[config.mk]
export PLATFORM = sky130hd
export DESIGN_NAME = tpbb_fifo
export DESIGN_NICKNAME = d
export VERILOG_FILES = /design/src/rtl/tpbb_pkg.sv /design/src/rtl/tpbb_fifo.sv
export SDC_FILE = /design/constraint.sdc
export NUM_CORES = 1
export LEC_CHECK = 0
export BUFFER_PORTS_ARGS = -buffer_cell sky130_fd_sc_hd__buf_2
export CAP_MARGIN = 15
export CORE_MARGIN = 1
export CORE_UTILIZATION = 37
export CTS_CLUSTER_DIAMETER = 200
export DETAILED_ROUTE_END_ITERATION = 8
export PLACE_DENSITY = 0.66
export SYNTH_ARGS = -nofsm -noshare
export SYNTH_HDL_FRONTEND = slang
export SYNTH_SLANG_ARGS = --single-unit
[constraint.sdc]
create_clock -name clk_i -period 6.6 [get_ports clk_i]
set_clock_uncertainty 0.05 [all_clocks]
set_input_delay 1.32 -clock clk_i [delete_from_list [all_inputs] [get_ports clk_i]]
set_output_delay 1.32 -clock clk_i [all_outputs]
set_load 0.02 [all_outputs]
[src/rtl/tpbb_pkg.sv]
`default_nettype none
package tpbb_pkg;

  localparam int COORD_WIDTH = 16;
  localparam int COEF_W      = 16;
  localparam int CFG_W       = 48;
  localparam int CFG_IDX_W   = 3;
  localparam int OUT_W       = 24;
  localparam int HALF_W      = 23;
  localparam int NUM_AXES    = 3;
  localparam int FRAC_SHIFT  = 14;
  localparam int PROD_W      = COORD_WIDTH + COEF_W;
  localparam int SUM_W       = PROD_W + 2;
  localparam int ACC_W       = SUM_W + 1;
  localparam int QDEPTH      = 8;
  localparam int QPTR_W      = $clog2(QDEPTH);
  localparam int QCNT_W      = QPTR_W + 1;

  localparam logic [CFG_W-1:0] ROW_X_RST = 48'h0000_0000_4000;
  localparam logic [CFG_W-1:0] ROW_Y_RST = 48'h0000_4000_0000;
  localparam logic [CFG_W-1:0] ROW_Z_RST = 48'h4000_0000_0000;
  localparam logic [CFG_W-1:0] TRANS_RST = 48'h0000_0000_0000;

  typedef enum logic [CFG_IDX_W-1:0] {
    REG_ROW_X = 3'd0,
    REG_ROW_Y = 3'd1,
    REG_ROW_Z = 3'd2,
    REG_TRANS = 3'd3
  } cfg_idx_e;

  typedef logic signed [COORD_WIDTH-1:0] coord_t;
  typedef logic signed [OUT_W-1:0]       box_t;
  typedef logic [HALF_W-1:0]             half_t;
  typedef logic [CFG_W-1:0]              cfg_word_t;

  typedef struct packed {
    cfg_word_t row_x;
    cfg_word_t row_y;
    cfg_word_t row_z;
    cfg_word_t trans;
  } cfg_t;

  typedef struct packed {
    logic                        last;
    logic [NUM_AXES-1:0][OUT_W-1:0] p;
  } point_t;

  function automatic logic signed [COEF_W-1:0] lane(cfg_word_t w, int k);
    return $signed(w[k*COEF_W +: COEF_W]);
  endfunction

endpackage
`default_nettype wire

[src/rtl/tpbb_fifo.sv]
`default_nettype none
module tpbb_fifo (
  input  wire logic                        clk_i,
  input  wire logic                        rst_ni,
  input  wire logic                        push_i,
  input  wire tpbb_pkg::point_t            point_i,
  input  wire logic                        pop_i,
  output logic                             valid_o,
  output tpbb_pkg::point_t                 point_o,
  output logic [tpbb_pkg::QCNT_W-1:0]      level_o
);
  import tpbb_pkg::*;

  point_t              mem_q [QDEPTH];
  logic [QPTR_W-1:0]   wr_q, wr_d, rd_q, rd_d;
  logic [QCNT_W-1:0]   cnt_q, cnt_d;

  always_comb begin
    wr_d  = push_i ? wr_q + 1'b1 : wr_q;
    rd_d  = pop_i ? rd_q + 1'b1 : rd_q;
    cnt_d = cnt_q + QCNT_W'(push_i) - QCNT_W'(pop_i);
  end

  always_ff @(posedge clk_i or negedge rst_ni) begin
    if (!rst_ni) begin
      wr_q  <= '0;
      rd_q  <= '0;
      cnt_q <= '0;
    end else begin
      wr_q  <= wr_d;
      rd_q  <= rd_d;
      cnt_q <= cnt_d;
    end
  end

  always_ff @(posedge clk_i) begin
    if (push_i) begin
      mem_q[wr_q] <= point_i;
    end
  end

  assign valid_o = cnt_q != '0;
  assign point_o = mem_q[rd_q];
  assign level_o = cnt_q;

`ifndef SYNTHESIS
  a_no_overflow: assert property (@(posedge clk_i) disable iff (!rst_ni)
    cnt_q <= QCNT_W'(QDEPTH))
    else $error("queue level beyond depth");
  a_no_pop_empty: assert property (@(posedge clk_i) disable iff (!rst_ni)
    pop_i |-> cnt_q != '0)
    else $error("pop from empty queue");
  a_no_push_full: assert property (@(posedge clk_i) disable iff (!rst_ni)
    push_i && !pop_i |-> cnt_q != QCNT_W'(QDEPTH))
    else $error("push into full queue");
`endif

endmodule
`default_nettype wire

==> run metrics, run 1 <==
Vias/cell=5.11; Root Driver=clkbuf_16; CTS buffer count=60; Die X-Extent=248 µm; worst path required time=5230 ps; Post-Synthesis Cells=896; die area=61,700 µm²; final period utilization=0.688; Crit Path Class=reg2out; Fillers=5,057; outcome=finished, final reports clean; first-pass GRT wire length=65.5 mm; post-route ant nets=0; Yosys top cell area share=0.781; min-delay worst type=reg2reg; Top delay family on crit path=flip-flops; HPWL after detailed placement=22.6 mm; crit path max-delay cell type=dfrtp_4; H-tree depth=2; RD Place Congestion=0.670; worst path arrival time=3170 ps; Core Area=59,500 µm²; worst hold slack=519 ps; unrepaired setup endpoints after global routing=false; synth top area cells=edfxtp_1 (78%), mux4_2 (15%), mux2_2 (3.8%); fin worst setup slack=2060 ps; Routed Wire Length=43.4 mm; area grow syn2layout=16.8%; fmax=0.220 GHz; Yosys cell types=20; layout cell share with drive strength beyond 1=0.431; Mapped Nets=981; final hold vios=0; initial core utilization=0.378; Worst Path Buf+Inv=2; largest fanout on the critical path=60; pre-CTS setup slack=2580 ps; post-CTS sizing=0; Leakage=8.52 nW; CTS sink count=594; drt first pass iters=4; IO Pins=155; final setup fails=0; Max clock buf depth=3; largest net degree at the start of global routing=135; Die Y=248 µm; slew at the pin closest to its max-slew limit=872 ps; Yosys reg bits=594; setup_tns=0 ps; cell taking the most area after synthesis=edfxtp_1; gr ovfl total=0; DR vias=9,769; Avg Inst Size Synth=25.1 µm²; max-slew violations=0; total setup buffers inserted after CTS=0; number of global-route vias before repair=10,600; Max Cap Viol=0; gr usage total=0.142; routed length per instance=22.7 µm; power consumption=12.1 mW; crit end category=output pin; slew margin rel.=0.419; Setup crit start=rd_q[0]; DRT iter0 DRCs=543; crit path cell chain=buf_12 -> mux4_2 -> mux2_2 -> buf_2; clk_lat worst skew=590 ps; YS warnings=0; crit start category=flip-flop; # rows=89; worst r2r src=wr_q[1]; fin nets=1,176; Pwr per Cell Area=462 nW/µm²; TritonCTS clock tree=built; worst hold start=wr_q[1]; sequential cell area=17,800 µm²; Syn Std Cell Area=22,500 µm²; min cycle time layout=4540 ps; post-synthesis sequential area ratio=0.792; Peak VDD IR=0.418 mV; hold bufs inserted after CTS=0; count of input and output buffers=154; Residual DRC=0; CP max stage delay=980 ps; Clock Pin Slew Worst Setup and Hold Paths=60 ps; initial antenna violation count=4; multi-input logic area=4440 µm²
-- where the power goes --
group,internal (mW),switching (mW),total [mW]
sequential,4.74,0.288,5.03
combinational,1.64,1.96,3.60
clock,2.14,1.36,3.50
total,8.52,3.61,12.1
-- cells in the mapped netlist, drive strengths merged --
cell type / number
a21o: 1
a21oi: 1
buf: 28
clkbuf: 13
dfrtp: 10
edfxtp: 584
fa: 1
ha: 7
inv: 8
mux2: 75
mux4: 146
nand2: 4
nand2b: 3
nand3: 1
nor2: 6
nor3: 2
xnor2: 3
xor2: 3
-- final timing paths --
check | slack, ps | endpoint | cells after the start
worst max-delay path | 2060 | point_o[40] | 4
worst min-delay path | 520 | wr_q[1] | 1
worst max register to register | 4640 | mem_q[0][40] | 3
worst min register to register | 520 | wr_q[1] | 1
max in group asynchronous | 5710 | rd_q[2] | 1
min in group asynchronous | 550 | rd_q[0] | 1
-- final cells by class --
cell class | instances | area share
Antenna cell | 1 | 0.0000953
Clock buffer | 67 | 0.0590
Multi-Input combinational cell | 253 | 0.169
Sequential cell | 594 | 0.678
Clock inverter | 42 | 0.0189
Inverter | 8 | 0.00114
Tap cell | 773 | 0.0368
Timing Repair Buffer | 174 | 0.0365
-- logic make-up after synthesis --
| kind of cell | count (synthesis) | synth area share |
|---|---|---|
| AOI/OAI and AO/OA | 2 | 0.000557 |
| xor gates and xnor gates | 6 | 0.00234 |
| adders and majority gates | 8 | 0.00479 |
| buffers and inverters | 49 | 0.0134 |
| DFF | 594 | 0.792 |
| muxes | 221 | 0.184 |
| and+or+nand+nor | 16 | 0.00317 |
-- worst reg2reg max path: stages, from the launching register on --
cell and delay, ps:
dfrtp_1 400, nand2b_1 330, nor3_4 200, buf_4 580
-- layer usage --
layer / global-route usage / up-vias / part of all wire
met3: 0.0274 / 70 / 0.045
met1: 0.186 / 5272 / 0.43
met5: 0 / - / 0.0013
met2: 0.241 / 197 / 0.50
li1: - / 4222 / -
met4: 0.0451 / 8 / 0.020
-- sequential cells by signal (all words and copies together) (netlist names) --
| signal | flops |
|---|---|
| wr_q | 3 |
| level_o | 4 |
| mem_q | 584 |
| rd_q | 3 |
-- cell usage in the layout (no fill, tap or decap) --
| cell type | n |
|---|---|
| nand2b_1 | 3 |
| xnor2_1 | 3 |
| inv_1 | 8 |
| clkinv_4 | 1 |
| a21o_1 | 1 |
| clkinvlp_4 | 1 |
| buf_12 | 3 |
| mux4_2 | 146 |
| clkinv_2 | 8 |
| buf_2 | 154 |
| a21oi_1 | 1 |
| mux2_2 | 75 |
| nor3_4 | 2 |
| edfxtp_1 | 584 |
| dfrtp_4 | 3 |
| clkbuf_16 | 61 |
| ha_1 | 7 |
| xor2_1 | 3 |
| nand2_1 | 4 |
| clkbuf_1 | 6 |
| diode_2 | 1 |
| clkinv_1 | 19 |
| buf_4 | 17 |
| nor2_4 | 6 |
| nand3_1 | 1 |
| dfrtp_1 | 7 |
| fa_1 | 1 |
| inv_6 | 1 |
| bufinv_16 | 12 |
-- per-stage QoR --
step	cells	cell area (µm²)	util
final	1912	26200	0.441
after global routing	1911	26200	0.441
after CTS	1911	26200	0.441
after detailed placement	1802	24200	0.407
after global placement	1802	24200	0.407
after floorplan	896	22500	-
(Power assumes the default switching activity.)
==> run 2, diff against run 1 <==
- clock period: 6.6 -> 4 ns (I/O delays scaled with it)
==> run metrics, run 2 (same netlist as run 1, synthesis figures left out) <==
Top delay family on crit path=multiplexers; total setup buffers inserted after CTS=0 (unchanged); fin worst setup slack=314 ps (-1740 ps); Leakage=8.65 nW (+1.5%); IO Pins=155 (unchanged); worst r2r src=wr_q[1]; fin nets=1,192 (+1.4%); first-pass GRT wire length=66.6 mm (+1.7%); Reg power frac=0.407 (-0.008); Clk pwr share=0.293 (+0.005); Comb power frac=0.300 (+0.003); worst path arrival time=2840 ps (-330 ps); DRT iter0 DRCs=499 (-8.1%); crit end category=output pin; Core Util, Final=0.446 (+0.00442); routed length per instance=22.9 µm (+0.70%); max-slew violations=0 (unchanged); post-CTS sizing=0 (unchanged); H-tree depth=3 (+1); gr usage total=0.146 (+0.00352); Die Y=248 µm (unchanged); max reg flops=584 (unchanged); worst reg2reg endpoint=mem_q[0][35]; post-route ant nets=0 (unchanged); drt first pass iters=4 (unchanged); pre-CTS setup slack=884 ps (-1700 ps); crit path max-delay cell type=dfrtp_4; RD Place Congestion=0.669 (about the same); Vias/cell=5.11 (about the same); worst hold slack=32.5 ps (-487 ps); final setup fails=0 (unchanged); power consumption=20.3 mW (+68%); Core Area=59,500 µm² (unchanged); Max Cap Viol=0 (unchanged); Residual DRC=0 (unchanged); slew margin rel.=0.466 (+0.0478); Peak VDD IR=0.664 mV (+59%); total internal power=14.2 mW (+67%); most frequent cells in the layout=edfxtp_1 (584), buf_2 (154), mux4_2 (146); Reg with most FFs=mem_q; CTS sink count=594 (unchanged); Reg2Reg Depth=3 (unchanged); final period utilization=0.922; unrepaired setup endpoints after global routing=false; setup_tns=0 ps (unchanged); TritonCTS clock tree=built; Fillers=4,981 (-1.5%); largest net degree at the start of global routing=54 (-60%); min cycle time layout=3690 ps; # rows=89 (unchanged); crit start category=flip-flop; most common cell after layout, fill and taps aside=edfxtp_1; count of input and output buffers=154 (unchanged); number of global-route vias before repair=10,800 (+1.5%); Worst Path Buf+Inv=2 (unchanged); Root Driver=clkbuf_16; Die X-Extent=248 µm (unchanged); min-delay worst type=in2async; Placed Instances=1,812 (+0.55%); worst path required time=3150 ps (-2080 ps); initial antenna violation count=6 (+2); Max clock buf depth=3 (unchanged); post-route insts no fill=1,933 (+1.1%); Clock Pin Slew Worst Setup and Hold Paths=60 ps (about the same); CP max stage delay=700 ps (-280 ps); outcome=finished, final reports clean; die area=61,700 µm² (unchanged); final hold vios=0 (unchanged); Area after DPL=24,300 µm² (+0.57%); Pwr per Cell Area=767 nW/µm² (+66%); initial core utilization=0.378 (unchanged); Crit Path Class=reg2out; gr ovfl total=0 (unchanged); r2r setup slk=1960 ps (-2680 ps); area grow syn2layout=18.0%; DR vias=9,871 (+1.0%); switching part of the total=0.300 (+0.00261); fmax=0.271 GHz; hold bufs inserted after CTS=0 (unchanged); HPWL after detailed placement=23.6 mm (+4.6%); Sw Pwr=6.10 mW (+69%); design area=26,500 µm² (+1.0%); Routed Wire Length=44.2 mm (+1.8%); CTS buffer count=66 (+10%); slew at the pin closest to its max-slew limit=800 ps (-71.7 ps); clk_lat worst skew=570 ps (-20 ps); layout cell share with drive strength beyond 1=0.440 (+0.00983); crit path cell chain=buf_12 -> mux4_2 -> mux2_2 -> buf_2; largest fanout on the critical path=53 (-12%)
## run 2: per-layer routing
layer  part of all wire  global-route usage  vias to the layer above
met5             0.0016                   0                        -
met4              0.018              0.0440                       10
met3              0.051              0.0359                       73
met2               0.49               0.238                      225
met1               0.44               0.193                     5299
li1                   -                   -                     4264
## run 2: power by group through the flow
| stage | Clock [mW] | Combinational, mW | Sequential [mW] |
|---|---|---|---|
| 4_1_cts | 6.13 | 6.28 | 8.31 |
| 3_5_place_dp | 0 | 6.26 | 8.43 |
| 3_3_place_gp | 0 | 6.22 | 8.38 |
| 2_1_floorplan | 0 | 4.54 | 8.19 |
| 5_1_grt | 6.35 | 6.56 | 8.37 |
| 6_report | 5.96 | 6.10 | 8.28 |
## run 2: worst max-delay path by stage
| stage | startpoint | end | slack, ps | cells after the start |
|---|---|---|---|---|
| after global placement | rd_q[0] | point_o[22] | 890 | 4 |
| final | rd_q[0] | point_o[10] | 310 | 4 |
| after global routing | rd_q[0] | point_o[10] | 150 | 4 |
| after floorplan | push_i | mem_q[1][0] | -530 | 2 |
| after CTS | rd_q[0] | point_o[72] | 240 | 4 |
| after detailed placement | rd_q[0] | point_o[72] | 880 | 4 |
## run 2: area by class of cell
class	count	area (µm²)	share of cell area
antenna	2	5.00	0.000189
multi-input combinational	253	4440	0.168
clock inverter	37	350	0.0132
tap	773	967	0.0365
inverter	8	30.0	0.00113
clock buffer	82	1820	0.0686
sequential	594	17800	0.671
timing repair buffer	184	1100	0.0413
## run 2: worst reg2reg max path, stage by stage, from the launching register on
cell and delay, ps:
dfrtp_1 400, nand2b_1 330, nor3_4 210, buf_4 620
