`src/rtl/tpbb_pkg.sv`:
```
`default_nettype none
package tpbb_pkg;

  localparam int COORD_WIDTH = 16;
  localparam int COEF_W      = 16;
  localparam int CFG_W       = 48;
  localparam int CFG_IDX_W   = 3;
  localparam int OUT_W       = 24;
  localparam int HALF_W      = 23;
  localparam int NUM_AXES    = 3;
  localparam int FRAC_SHIFT  = 14;
  localparam int PROD_W      = COORD_WIDTH + COEF_W;
  localparam int SUM_W       = PROD_W + 2;
  localparam int ACC_W       = SUM_W + 1;
  localparam int QDEPTH      = 8;
  localparam int QPTR_W      = $clog2(QDEPTH);
  localparam int QCNT_W      = QPTR_W + 1;

  localparam logic [CFG_W-1:0] ROW_X_RST = 48'h0000_0000_4000;
  localparam logic [CFG_W-1:0] ROW_Y_RST = 48'h0000_4000_0000;
  localparam logic [CFG_W-1:0] ROW_Z_RST = 48'h4000_0000_0000;
  localparam logic [CFG_W-1:0] TRANS_RST = 48'h0000_0000_0000;

  typedef enum logic [CFG_IDX_W-1:0] {
    REG_ROW_X = 3'd0,
    REG_ROW_Y = 3'd1,
    REG_ROW_Z = 3'd2,
    REG_TRANS = 3'd3
  } cfg_idx_e;

  typedef logic signed [COORD_WIDTH-1:0] coord_t;
  typedef logic signed [OUT_W-1:0]       box_t;
  typedef logic [HALF_W-1:0]             half_t;
  typedef logic [CFG_W-1:0]              cfg_word_t;

  typedef struct packed {
    cfg_word_t row_x;
    cfg_word_t row_y;
    cfg_word_t row_z;
    cfg_word_t trans;
  } cfg_t;

  typedef struct packed {
    logic                        last;
    logic [NUM_AXES-1:0][OUT_W-1:0] p;
  } point_t;

  function automatic logic signed [COEF_W-1:0] lane(cfg_word_t w, int k);
    return $signed(w[k*COEF_W +: COEF_W]);
  endfunction

endpackage
`default_nettype wire

```
`src/rtl/tpbb_box_if.sv`:
```
`default_nettype none
interface tpbb_box_if;
  import tpbb_pkg::*;

  logic  valid;
  logic  ready;
  box_t  box_min_x;
  box_t  box_min_y;
  box_t  box_min_z;
  box_t  box_max_x;
  box_t  box_max_y;
  box_t  box_max_z;
  half_t half_diag_x;
  half_t half_diag_y;
  half_t half_diag_z;
  box_t  center_x;
  box_t  center_y;
  box_t  center_z;

  modport source (
    output valid, box_min_x, box_min_y, box_min_z, box_max_x, box_max_y, box_max_z,
           half_diag_x, half_diag_y, half_diag_z, center_x, center_y, center_z,
    input  ready
  );
  modport sink (
    input  valid, box_min_x, box_min_y, box_min_z, box_max_x, box_max_y, box_max_z,
           half_diag_x, half_diag_y, half_diag_z, center_x, center_y, center_z,
    output ready
  );
endinterface
`default_nettype wire

```
`src/rtl/tpbb_accum.sv`:
```
`default_nettype none
module tpbb_accum (
  input  wire logic              clk_i,
  input  wire logic              rst_ni,
  input  wire logic              valid_i,
  input  wire tpbb_pkg::point_t  point_i,
  output logic                   pop_o,
  tpbb_box_if.source             box_o
);
  import tpbb_pkg::*;

  box_t  min_q [NUM_AXES];
  box_t  max_q [NUM_AXES];
  box_t  min_d [NUM_AXES];
  box_t  max_d [NUM_AXES];
  logic  first_q;
  logic  a_valid_q;
  box_t  a_min_q [NUM_AXES];
  box_t  a_max_q [NUM_AXES];
  logic  b_valid_q;
  box_t  b_min_q [NUM_AXES];
  box_t  b_max_q [NUM_AXES];
  half_t b_half_q [NUM_AXES];
  box_t  b_ctr_q [NUM_AXES];
  half_t half_d [NUM_AXES];
  box_t  ctr_d [NUM_AXES];
  logic  a_ready, b_ready;

  assign b_ready = !b_valid_q || box_o.ready;
  assign a_ready = !a_valid_q || b_ready;
  assign pop_o   = valid_i && (!point_i.last || a_ready);

  always_comb begin
    box_t p;
    for (int k = 0; k < NUM_AXES; k++) begin
      p = $signed(point_i.p[k]);
      min_d[k] = (first_q || p < min_q[k]) ? p : min_q[k];
      max_d[k] = (first_q || p > max_q[k]) ? p : max_q[k];
    end
  end

  always_comb begin
    logic [OUT_W-1:0] diff;
    for (int k = 0; k < NUM_AXES; k++) begin
      diff      = a_max_q[k] - a_min_q[k];
      half_d[k] = diff[OUT_W-1:1];
      ctr_d[k]  = a_min_q[k] + $signed({1'b0, half_d[k]});
    end
  end

  always_ff @(posedge clk_i or negedge rst_ni) begin
    if (!rst_ni) begin
      first_q   <= 1'b1;
      a_valid_q <= 1'b0;
      b_valid_q <= 1'b0;
      for (int k = 0; k < NUM_AXES; k++) begin
        min_q[k] <= '0;
        max_q[k] <= '0;
      end
    end else begin
      if (pop_o) begin
        first_q <= point_i.last;
        min_q   <= min_d;
        max_q   <= max_d;
      end
      if (pop_o && point_i.last) begin
        a_valid_q <= 1'b1;
      end else if (b_ready) begin
        a_valid_q <= 1'b0;
      end
      if (b_ready) begin
        b_valid_q <= a_valid_q;
      end
    end
  end

  always_ff @(posedge clk_i) begin
    if (pop_o && point_i.last) begin
      a_min_q <= min_d;
      a_max_q <= max_d;
    end
    if (b_ready && a_valid_q) begin
      b_min_q  <= a_min_q;
      b_max_q  <= a_max_q;
      b_half_q <= half_d;
      b_ctr_q  <= ctr_d;
    end
  end

  assign box_o.valid       = b_valid_q;
  assign box_o.box_min_x   = b_min_q[0];
  assign box_o.box_min_y   = b_min_q[1];
  assign box_o.box_min_z   = b_min_q[2];
  assign box_o.box_max_x   = b_max_q[0];
  assign box_o.box_max_y   = b_max_q[1];
  assign box_o.box_max_z   = b_max_q[2];
  assign box_o.half_diag_x = b_half_q[0];
  assign box_o.half_diag_y = b_half_q[1];
  assign box_o.half_diag_z = b_half_q[2];
  assign box_o.center_x    = b_ctr_q[0];
  assign box_o.center_y    = b_ctr_q[1];
  assign box_o.center_z    = b_ctr_q[2];

`ifndef SYNTHESIS
  a_box_ordered: assert property (@(posedge clk_i) disable iff (!rst_ni)
    b_valid_q |-> b_min_q[0] <= b_max_q[0] && b_min_q[1] <= b_max_q[1]
                  && b_min_q[2] <= b_max_q[2])
    else $error("box min above max");
  a_center_inside: assert property (@(posedge clk_i) disable iff (!rst_ni)
    b_valid_q |-> b_ctr_q[0] >= b_min_q[0] && b_ctr_q[0] <= b_max_q[0])
    else $error("center outside box");
  a_last_rearms: assert property (@(posedge clk_i) disable iff (!rst_ni)
    pop_o && point_i.last |=> first_q && a_valid_q)
    else $error("last transfer did not close the set");
  a_hold_stalled: assert property (@(posedge clk_i) disable iff (!rst_ni)
    a_valid_q && !b_ready |=> a_valid_q && $stable(a_min_q[0]) && $stable(a_max_q[0]))
    else $error("pending box lost under stall");
`endif

endmodule
`default_nettype wire

```
`src/flat_wrapper.sv`:
```
// flat-port wrapper written by rule: the top's interface ports become plain ports
module tpbb_accum_flat import tpbb_pkg::*;
  (clk_i, rst_ni, valid_i, point_i, pop_o, box_o_valid, box_o_box_min_x, box_o_box_min_y, box_o_box_min_z, box_o_box_max_x, box_o_box_max_y, box_o_box_max_z, box_o_half_diag_x, box_o_half_diag_y, box_o_half_diag_z, box_o_center_x, box_o_center_y, box_o_center_z, box_o_ready);
  tpbb_box_if box_o_i ();
  input  wire logic clk_i;
  input  wire logic rst_ni;
  input  wire logic valid_i;
  input  wire tpbb_pkg::point_t point_i;
  output logic pop_o;
  output wire logic [$bits(box_o_i.valid)-1:0] box_o_valid;
  output wire logic [$bits(box_o_i.box_min_x)-1:0] box_o_box_min_x;
  output wire logic [$bits(box_o_i.box_min_y)-1:0] box_o_box_min_y;
  output wire logic [$bits(box_o_i.box_min_z)-1:0] box_o_box_min_z;
  output wire logic [$bits(box_o_i.box_max_x)-1:0] box_o_box_max_x;
  output wire logic [$bits(box_o_i.box_max_y)-1:0] box_o_box_max_y;
  output wire logic [$bits(box_o_i.box_max_z)-1:0] box_o_box_max_z;
  output wire logic [$bits(box_o_i.half_diag_x)-1:0] box_o_half_diag_x;
  output wire logic [$bits(box_o_i.half_diag_y)-1:0] box_o_half_diag_y;
  output wire logic [$bits(box_o_i.half_diag_z)-1:0] box_o_half_diag_z;
  output wire logic [$bits(box_o_i.center_x)-1:0] box_o_center_x;
  output wire logic [$bits(box_o_i.center_y)-1:0] box_o_center_y;
  output wire logic [$bits(box_o_i.center_z)-1:0] box_o_center_z;
  input wire logic [$bits(box_o_i.ready)-1:0] box_o_ready;
  assign box_o_valid = box_o_i.valid;
  assign box_o_box_min_x = box_o_i.box_min_x;
  assign box_o_box_min_y = box_o_i.box_min_y;
  assign box_o_box_min_z = box_o_i.box_min_z;
  assign box_o_box_max_x = box_o_i.box_max_x;
  assign box_o_box_max_y = box_o_i.box_max_y;
  assign box_o_box_max_z = box_o_i.box_max_z;
  assign box_o_half_diag_x = box_o_i.half_diag_x;
  assign box_o_half_diag_y = box_o_i.half_diag_y;
  assign box_o_half_diag_z = box_o_i.half_diag_z;
  assign box_o_center_x = box_o_i.center_x;
  assign box_o_center_y = box_o_i.center_y;
  assign box_o_center_z = box_o_i.center_z;
  assign box_o_i.ready = box_o_ready;
  tpbb_accum u_core (.clk_i(clk_i), .rst_ni(rst_ni), .valid_i(valid_i), .point_i(point_i), .pop_o(pop_o), .box_o(box_o_i));
endmodule
```
`config.mk`:
```
export PLATFORM = sky130hd
export DESIGN_NAME = tpbb_accum_flat
export DESIGN_NICKNAME = d
export VERILOG_FILES = /design/src/rtl/tpbb_pkg.sv /design/src/rtl/tpbb_box_if.sv /design/src/rtl/tpbb_accum.sv /design/src/flat_wrapper.sv
export SDC_FILE = /design/constraint.sdc
export NUM_CORES = 1
export LEC_CHECK = 0
export ABC_AREA = 1
export BUFFER_PORTS_ARGS = -buffer_cell sky130_fd_sc_hd__buf_2
export CAP_MARGIN = 5
export CORE_UTILIZATION = 52
export DETAILED_ROUTE_END_ITERATION = 10
export GPL_ROUTABILITY_DRIVEN = 0
export PLACE_DENSITY = 0.79
export REMOVE_ABC_BUFFERS = 1
export SETUP_SLACK_MARGIN = 0.3
export SKIP_CTS_REPAIR_TIMING = 1
export SLEW_MARGIN = 10
export SYNTH_ARGS = -nofsm -noshare
export SYNTH_HDL_FRONTEND = slang
export SYNTH_SLANG_ARGS = --single-unit
```
`constraint.sdc`:
```
create_clock -name clk_i -period 17.05 [get_ports clk_i]
set_input_delay 2.5575 -clock clk_i [delete_from_list [all_inputs] [get_ports clk_i]]
set_output_delay 2.5575 -clock clk_i [all_outputs]
set_load 0.02 [all_outputs]
```
==> metrics.log, run 1 <==
INFO  metric cp_launch_type = input port
INFO  metric drc = 0
INFO  metric terminus_of_the_critical_flop_to_flop_path = u_core.box_o.center_z[23]
INFO  metric grt_pass1_wl = 133 mm
INFO  metric numClockSinks = approximately 580
INFO  metric timing.final.hold_violations = 0
INFO  metric worstPathMaxFanout = between 100 and 150
INFO  metric synth_cell_area = between 30000 and 40000 sq um
INFO  metric clock_transition_at_path_regs = approximately 0.06 ns
INFO  metric syn-mean-instance-area = roughly 9.4 sq um
INFO  metric seq_total_area_yosys = 0.511
INFO  metric largest_net_degree_at_the_start_of_global_routing = between 100 and 150
INFO  metric routed.top_layer = met5
INFO  metric postSynthRegisterBits = ~580
INFO  metric start_util = 0.525
INFO  metric wl = just under 90 mm
INFO  metric clock_root_buffer = clkbuf_16
INFO  metric ys_async_sr_fraction = 0.255
INFO  metric wirelength_met1 = 34.7 mm
INFO  metric netlist_instances = ~3500
INFO  metric cellPowerDensity = about 170 nW/um^2
INFO  metric crit_slowest_cell = buf_12
INFO  metric route.met2.wl = 41.5 mm
INFO  metric detail_route.vias_per_cell = between 5 and 6
INFO  metric worst-r2r-setup-slack = between 10 and 15 ns
INFO  metric floorplan.die_area = between 60000 and 70000 sq um
INFO  metric timing.hold.worst_endpoint = u_core.box_o.box_max_z[18]
INFO  metric synth_warnings = 0
INFO  metric rsz_0062_raised_after_global_routing = no
INFO  metric finalPower = 6.38 mW
INFO  metric tritoncts_clock_tree = yes
INFO  metric cts_made_buffers = 66
INFO  metric synth_cell_types = 43
INFO  metric top_level_ports = roughly 360
INFO  metric htree_levels = 3
INFO  metric setup-violations-final = 0
INFO  metric run_status = completed
INFO  metric drtAntennaViolNets = 0
INFO  metric place_hpwl = 63.5 mm
INFO  metric number_of_global_route_vias_before_repair = between 20000 and 25000
INFO  metric finish.net_count = around 4200
INFO  metric tns = 0 ns
INFO  metric synth_flop_cell = edfxtp_1
INFO  metric fmax = 0.150 GHz
INFO  metric placementRows = just over 90
INFO  metric grt_remaining_overflow = 0
INFO  metric combined_area_of_the_multi_input_logic_cells = between 10000 and 15000 sq um
INFO  metric timing.max_cap.violations = 0
INFO  metric crit_type = in -> out
INFO  metric insertion_delay = 0.62 ns
INFO  metric timing.hold.worst_path_depth = 0
INFO  metric p_leak = about 18 nW
INFO  metric count_of_buffers_from_port_buffering = about 360
INFO  metric vdd_ir_drop_max = around 0.000073 V
INFO  metric wl_met3 = around 7.0 mm
INFO  metric slowest_delay = 0.35 ns
INFO  metric place_area = 35000 sq um
INFO  metric timing_worst_slew_pin_value = roughly 1.1 ns
INFO  metric drt-wirelength-per-cell = 18.5 um
INFO  metric fillers = between 5000 and 6000
INFO  metric timing.final.crit_share = 0.390
INFO  metric max-slew-margin-rel = 0.254
INFO  metric final_period_minus_worst_setup_slack = between 6 and 7 ns
INFO  metric r2r_cells = 15
INFO  metric final_layout_size_suffix_gt1_frac = 0.129
INFO  metric cp_cell_instances = buf_2 -> inv_1 -> nand3_1 -> o21ai_4 -> buf_12 -> inv_4 -> buf_2
INFO  metric postLayoutCellArea = roughly 37000 sq um
INFO  metric fp.dieW = 252 um
INFO  metric cp-end-kind = primary output
INFO  metric drtPass1Iterations = 5
INFO  metric timing.hold.worst.class = reg -> reg
INFO  metric syn2layout_area_growth = 14.7%
INFO  metric worst_ep_required_time = 14.49 ns
INFO  metric max-clock-path-buffers = 3
INFO  metric antenna_found_initial = 13
INFO  metric r2r_start = u_core.a_min_q[8]
INFO  metric fp.dieH = ~250 um
INFO  metric worst-endpoint-arrival = roughly 4 ns
INFO  metric core_region_area = around 62000 sq um
INFO  metric grt.total_usage = 0.272
INFO  metric critPathMostFrequentCell = buf_2
INFO  metric hold_start = u_core.a_max_q[18]
INFO  metric via_count = around 26000
INFO  metric report.final.slew_viol_count = 0
INFO  metric timing.clock.skew = 0.0300 ns
INFO  metric seq_area = between 15000 and 20000 sq um
INFO  metric detailedRoute.firstIterationViolations = 2174
INFO  metric number_of_flops_mapped_to_enable_cells_by_yosys = about 430
per-layer routing:
layer / vias to the layer above / track usage
li1: 12400 / -
met1: 12100 / 0.341
met2: 1087 / 0.455
met3: 229 / 0.0466
met4: 18 / 0.132
met5: - / 0
area by class of cell:
| type | instances | share of cell area |
|---|---|---|
| well taps | 837 | 0.0282 |
| clock buffers | 83 | 0.0483 |
| multi-input cells | 2369 | 0.372 |
| diodes | 8 | 0.000538 |
| inverters | 440 | 0.0447 |
| clock inverters | 39 | 0.00908 |
| flip-flops and latches | 576 | 0.445 |
| repair buffers | 374 | 0.0516 |
synth_stat cells (7+ instances only):
cell	count	share of area
buf_4	7	0.0016
and2_1	144	0.028
a31oi_1	13	0.0025
nand3_1	361	0.056
o21bai_1	14	0.0032
ha_1	276	0.11
a21oi_1	187	0.029
nor2_1	138	0.016
a211oi_1	8	0.0019
o21a_1	17	0.0039
nand4_1	52	0.010
buf_6	10	0.0035
xnor2_1	47	0.013
nand2_1	855	0.099
nor3_1	25	0.0039
buf_2	10	0.0015
inv_1	439	0.051
edfxtp_1	429	0.40
xor2_1	87	0.023
dfrtp_1	146	0.11
buf_1	7	0.00081
clkbuf_1	39	0.0045
o21ai_0	73	0.011
a21o_1	23	0.0053
metrics by stage:
stage               cells   util  worst slack [ns]  hold slack (ns)
floorplan            3385      -            -0.209            0.426
global placement     4596  0.568             10.38            0.441
detailed placement   4596  0.568             10.36            0.447
CTS                  4718  0.602             10.35            0.460
global route         4720  0.602             10.28            0.468
finish               4726  0.603             10.41            0.461
kinds of logic (layout without fill, tap and decap cells):
family | after synthesis | in the layout | share of synthesized area
adders and majority gates | 282 | 282 | 0.110
DFF | 576 | 576 | 0.511
buffers and inverters | 513 | 936 | 0.0629
xor gates and xnor gates | 134 | 134 | 0.0362
and+or+nand+nor | 1600 | 1600 | 0.219
other | 0 | 8 | 0
AOI/OAI and AO/OA | 353 | 353 | 0.0612
how the worst max path moves through the flow:
stage                            from  slack (ns)  cells after the start                         to
after floorplan           box_o_ready       -0.21                      2  u_core.box_o.box_max_x[0]
after detailed placement  box_o_ready       10.36                      7                      pop_o
after global placement    box_o_ready       10.38                      7                      pop_o
final                     box_o_ready       10.41                      7                      pop_o
after CTS                 box_o_ready       10.35                      7                      pop_o
after global routing      box_o_ready       10.28                      7                      pop_o
cells in the final DEF, fill, tap and decap left out, drive strengths merged, types with 13 or more instances in the layout:
| master | instances |
|---|---|
| a21o | 23 |
| a21oi | 187 |
| a31oi | 13 |
| and2 | 144 |
| buf | 374 |
| clkbuf | 83 |
| clkinv | 27 |
| dfrtp | 146 |
| edfxtp | 429 |
| ha | 276 |
| inv | 444 |
| nand2 | 865 |
| nand3 | 364 |
| nand4 | 52 |
| nor2 | 138 |
| nor3 | 26 |
| o21a | 17 |
| o21ai | 78 |
| o21bai | 14 |
| xnor2 | 47 |
| xor2 | 87 |
critical path: cells and delay by family:
| family | cells | cell delay [ns] |
|---|---|---|
| buffers and inverters | 5 | 0.98 |
| AO/OA/AOI/OAI | 1 | 0.18 |
| AND/OR/NAND/NOR | 1 | 0.15 |
registers in the layout, indices dropped and copies added (netlist names):
signal / count
u_core.box_o.box_max_y: 24
u_core.box_o.center_x: 24
u_core.a_min_q: 72
u_core.box_o.half_diag_x: 23
u_core.a_valid_q: 1
u_core.box_o.valid: 1
u_core.box_o.box_min_z: 24
u_core.box_o.center_y: 24
u_core.first_q: 1
u_core.box_o.center_z: 24
u_core.box_o.box_max_x: 24
u_core.box_o.box_min_x: 24
u_core.a_max_q: 72
u_core.box_o.box_min_y: 24
u_core.box_o.half_diag_z: 23
u_core.box_o.half_diag_y: 23
u_core.max_q: 72
u_core.min_q: 72
u_core.box_o.box_max_z: 24
power by group:
group / total [mW] / switching (mW) / internal, mW / leakage, nW
clock network: 1.40 / 0.590 / 0.814 / 1.04
registers: 2.18 / 0.184 / 2.00 / 5.78
logic: 2.79 / 1.84 / 0.955 / 10.7
No activity file was read; power rests on OpenSTA's default activity.
==> inputs of run 2 (changes only) <==
==> constraint.sdc (replaced) <==
create_clock -name clk_i -period 6.6 [get_ports clk_i]
set_input_delay 0.99 -clock clk_i [delete_from_list [all_inputs] [get_ports clk_i]]
set_output_delay 0.99 -clock clk_i [all_outputs]
set_load 0.02 [all_outputs]
==> metrics.log, run 2 (synthesized netlist as in run 1, its figures left out) <==
INFO  metric worst-r2r-setup-slack = between 2 and 2.5 ns
INFO  metric worstPathMaxFanout = 5
INFO  metric clock_root_buffer = clkbuf_16
INFO  metric cp-end-kind = register
INFO  metric drt-wirelength-per-cell = approximately 18 um
INFO  metric grt.total_usage = 0.273
INFO  metric detail_route.vias_per_cell = around 5.4
INFO  metric final_core_occ = 0.602
INFO  metric timing.final.hold_violations = 0
INFO  metric number_of_global_route_vias_before_repair = between 20000 and 25000
INFO  metric place_hpwl = 64.0 mm
INFO  metric top_level_ports = between 300 and 400
INFO  metric numClockSinks = between 500 and 600
INFO  metric cts_made_buffers = about 60
INFO  metric p_leak = approximately 17 nW
INFO  metric tritoncts_clock_tree = yes
INFO  metric timing.max_cap.violations = 0
INFO  metric final_period_minus_worst_setup_slack = between 4 and 5 ns
INFO  metric grt_remaining_overflow = 0
INFO  metric top_library_cells_by_usage_in_the_layout_fill_and_taps_aside = nand2_1, inv_1, edfxtp_1
INFO  metric report.final.slew_viol_count = 0
INFO  metric fp.dieW = between 200 and 300 um
INFO  metric vdd_ir_drop_max = 0.000234 V
INFO  metric p_switching = 6.72 mW
INFO  metric start_util = 0.525
INFO  metric antenna_found_initial = 11
INFO  metric fillers = roughly 5000
INFO  metric cp_launch_type = register
INFO  metric run_status = completed
INFO  metric fp.dieH = 252 um
INFO  metric final_layout_size_suffix_gt1_frac = 0.128
INFO  metric insertion_delay = ~0.63 ns
INFO  metric timing.final.crit_share = 0.626
INFO  metric seq_area = about 17000 sq um
INFO  metric cellPowerDensity = 442 nW/um^2
INFO  metric r2r_start = u_core.a_min_q[49]
INFO  metric cell_internal_power = 9.71 mW
INFO  metric drtPass1Iterations = 8
INFO  metric crit_type = reg -> reg
INFO  metric proportion_of_power_drawn_by_flip_flops_and_latches = 0.343
INFO  metric worst_ep_required_time = 6.98 ns
INFO  metric rsz_0062_raised_after_global_routing = no
INFO  metric core_region_area = just over 60000 sq um
INFO  metric comb_power_share = 0.441
INFO  metric largest_net_degree_at_the_start_of_global_routing = roughly 100
INFO  metric wl = about 87 mm
INFO  metric r2r_cells = 19
INFO  metric place_area = roughly 35000 sq um
INFO  metric htree_levels = 2
INFO  metric floorplan.die_area = between 60000 and 70000 sq um
INFO  metric commonest_non_fill_non_tap_cell_in_the_layout = nand2_1
INFO  metric timing_worst_slew_pin_value = just under 1 ns
INFO  metric detailedRoute.firstIterationViolations = 2070
INFO  metric grt_pass1_wl = ~130 mm
INFO  metric via_count = approximately 26000
INFO  metric worst-endpoint-arrival = ~4.5 ns
INFO  metric drtAntennaViolNets = 0
INFO  metric setup-violations-final = 0
INFO  metric max-slew-margin-rel = 0.355
INFO  metric timing.hold.worst.class = in -> async
INFO  metric placementRows = 91
INFO  metric drc = 0
INFO  metric max-clock-path-buffers = 3
INFO  metric clock_transition_at_path_regs = around 0.070 ns
INFO  metric power.switching_fraction = 0.409
INFO  metric postLayoutCellArea = approximately 37000 sq um
INFO  metric power.share.clock = 0.216
INFO  metric timing.clock.skew = a little under 0.02 ns
INFO  metric fmax = 0.242 GHz
INFO  metric combined_area_of_the_multi_input_logic_cells = about 14000 sq um
INFO  metric finish.net_count = 4179
INFO  metric terminus_of_the_critical_flop_to_flop_path = u_core.box_o.center_x[19]
INFO  metric syn2layout_area_growth = 14.5%
INFO  metric count_of_buffers_from_port_buffering = ~360
[run 2: worst max-delay path by stage]
| stage | startpoint | endpoint | cells past startpoint |
|---|---|---|---|
| after floorplan | box_o_ready | u_core.box_o.box_max_x[0] | 2 |
| after detailed placement | box_o_ready | u_core.a_max_q[20] | 8 |
| final | u_core.a_min_q[49] | u_core.box_o.center_x[19] | 19 |
| after CTS | u_core.a_min_q[0] | u_core.box_o.center_z[20] | 18 |
| after global routing | u_core.a_min_q[49] | u_core.box_o.center_x[19] | 19 |
| after global placement | box_o_ready | u_core.a_max_q[20] | 8 |
[run 2: power groups by stage]
stage | Sequential [mW] | Combinational, mW | Clock (mW)
3_3_place_gp | 5.68 | 6.91 | 0
6_report | 5.63 | 7.24 | 3.55
5_1_grt | 5.70 | 8.03 | 3.72
4_1_cts | 5.63 | 7.16 | 3.60
3_5_place_dp | 5.69 | 7.10 | 0
2_1_floorplan | 6.01 | 4.73 | 0
[run 2: critical path: stages, from the launching register on]
cell	delay [ns]
edfxtp_1	0.55
inv_1	0.10
ha_1	0.29
nand2_1	0.05
o21ai_0	0.49
nand3_1	0.15
nand2_1	0.17
a21oi_1	0.12
nand2_1	0.10
nand3_1	0.08
nand2_1	0.09
xor2_1	0.24
ha_1	0.35
a21oi_1	0.24
o21ai_0	0.19
nor2_1	0.15
nand3_1	0.14
nand2_1	0.11
nand3_1	0.10
xor2_1	0.15
[run 2: final cells by class]
| type | instances | area share |
|---|---|---|
| multi-input combinational | 2369 | 0.373 |
| sequential | 576 | 0.446 |
| timing repair buffer | 374 | 0.0523 |
| clock inverter | 38 | 0.0121 |
| inverter | 440 | 0.0448 |
| tap | 837 | 0.0282 |
| clock buffer | 74 | 0.0432 |
| antenna | 6 | 0.000404 |
[run 2: layer usage]
| layer | vias up | GRT usage | part of all wire |
|---|---|---|---|
| li1 | 12400 | - | - |
| met1 | 12000 | 0.343 | 0.40 |
| met2 | 1086 | 0.460 | 0.48 |
| met3 | 250 | 0.0497 | 0.078 |
| met4 | 18 | 0.120 | 0.045 |
| met5 | - | 0 | 0.0012 |
[run 2: through the flow]
step / instances / setup TNS (ns) / power [mW] / hold WS [ns] / setup WS, ns
global route: 4708 / 0 / 17.5 / 0.466 / 2.22
detailed placement: 4596 / 0 / 12.8 / 0.438 / 2.55
finish: 4714 / 0 / 16.4 / 0.462 / 2.47
floorplan: 3385 / -3189.83 / 10.7 / 0.426 / -9.09
global placement: 4596 / 0 / 12.6 / 0.434 / 2.58
CTS: 4708 / 0 / 16.4 / 0.462 / 2.54
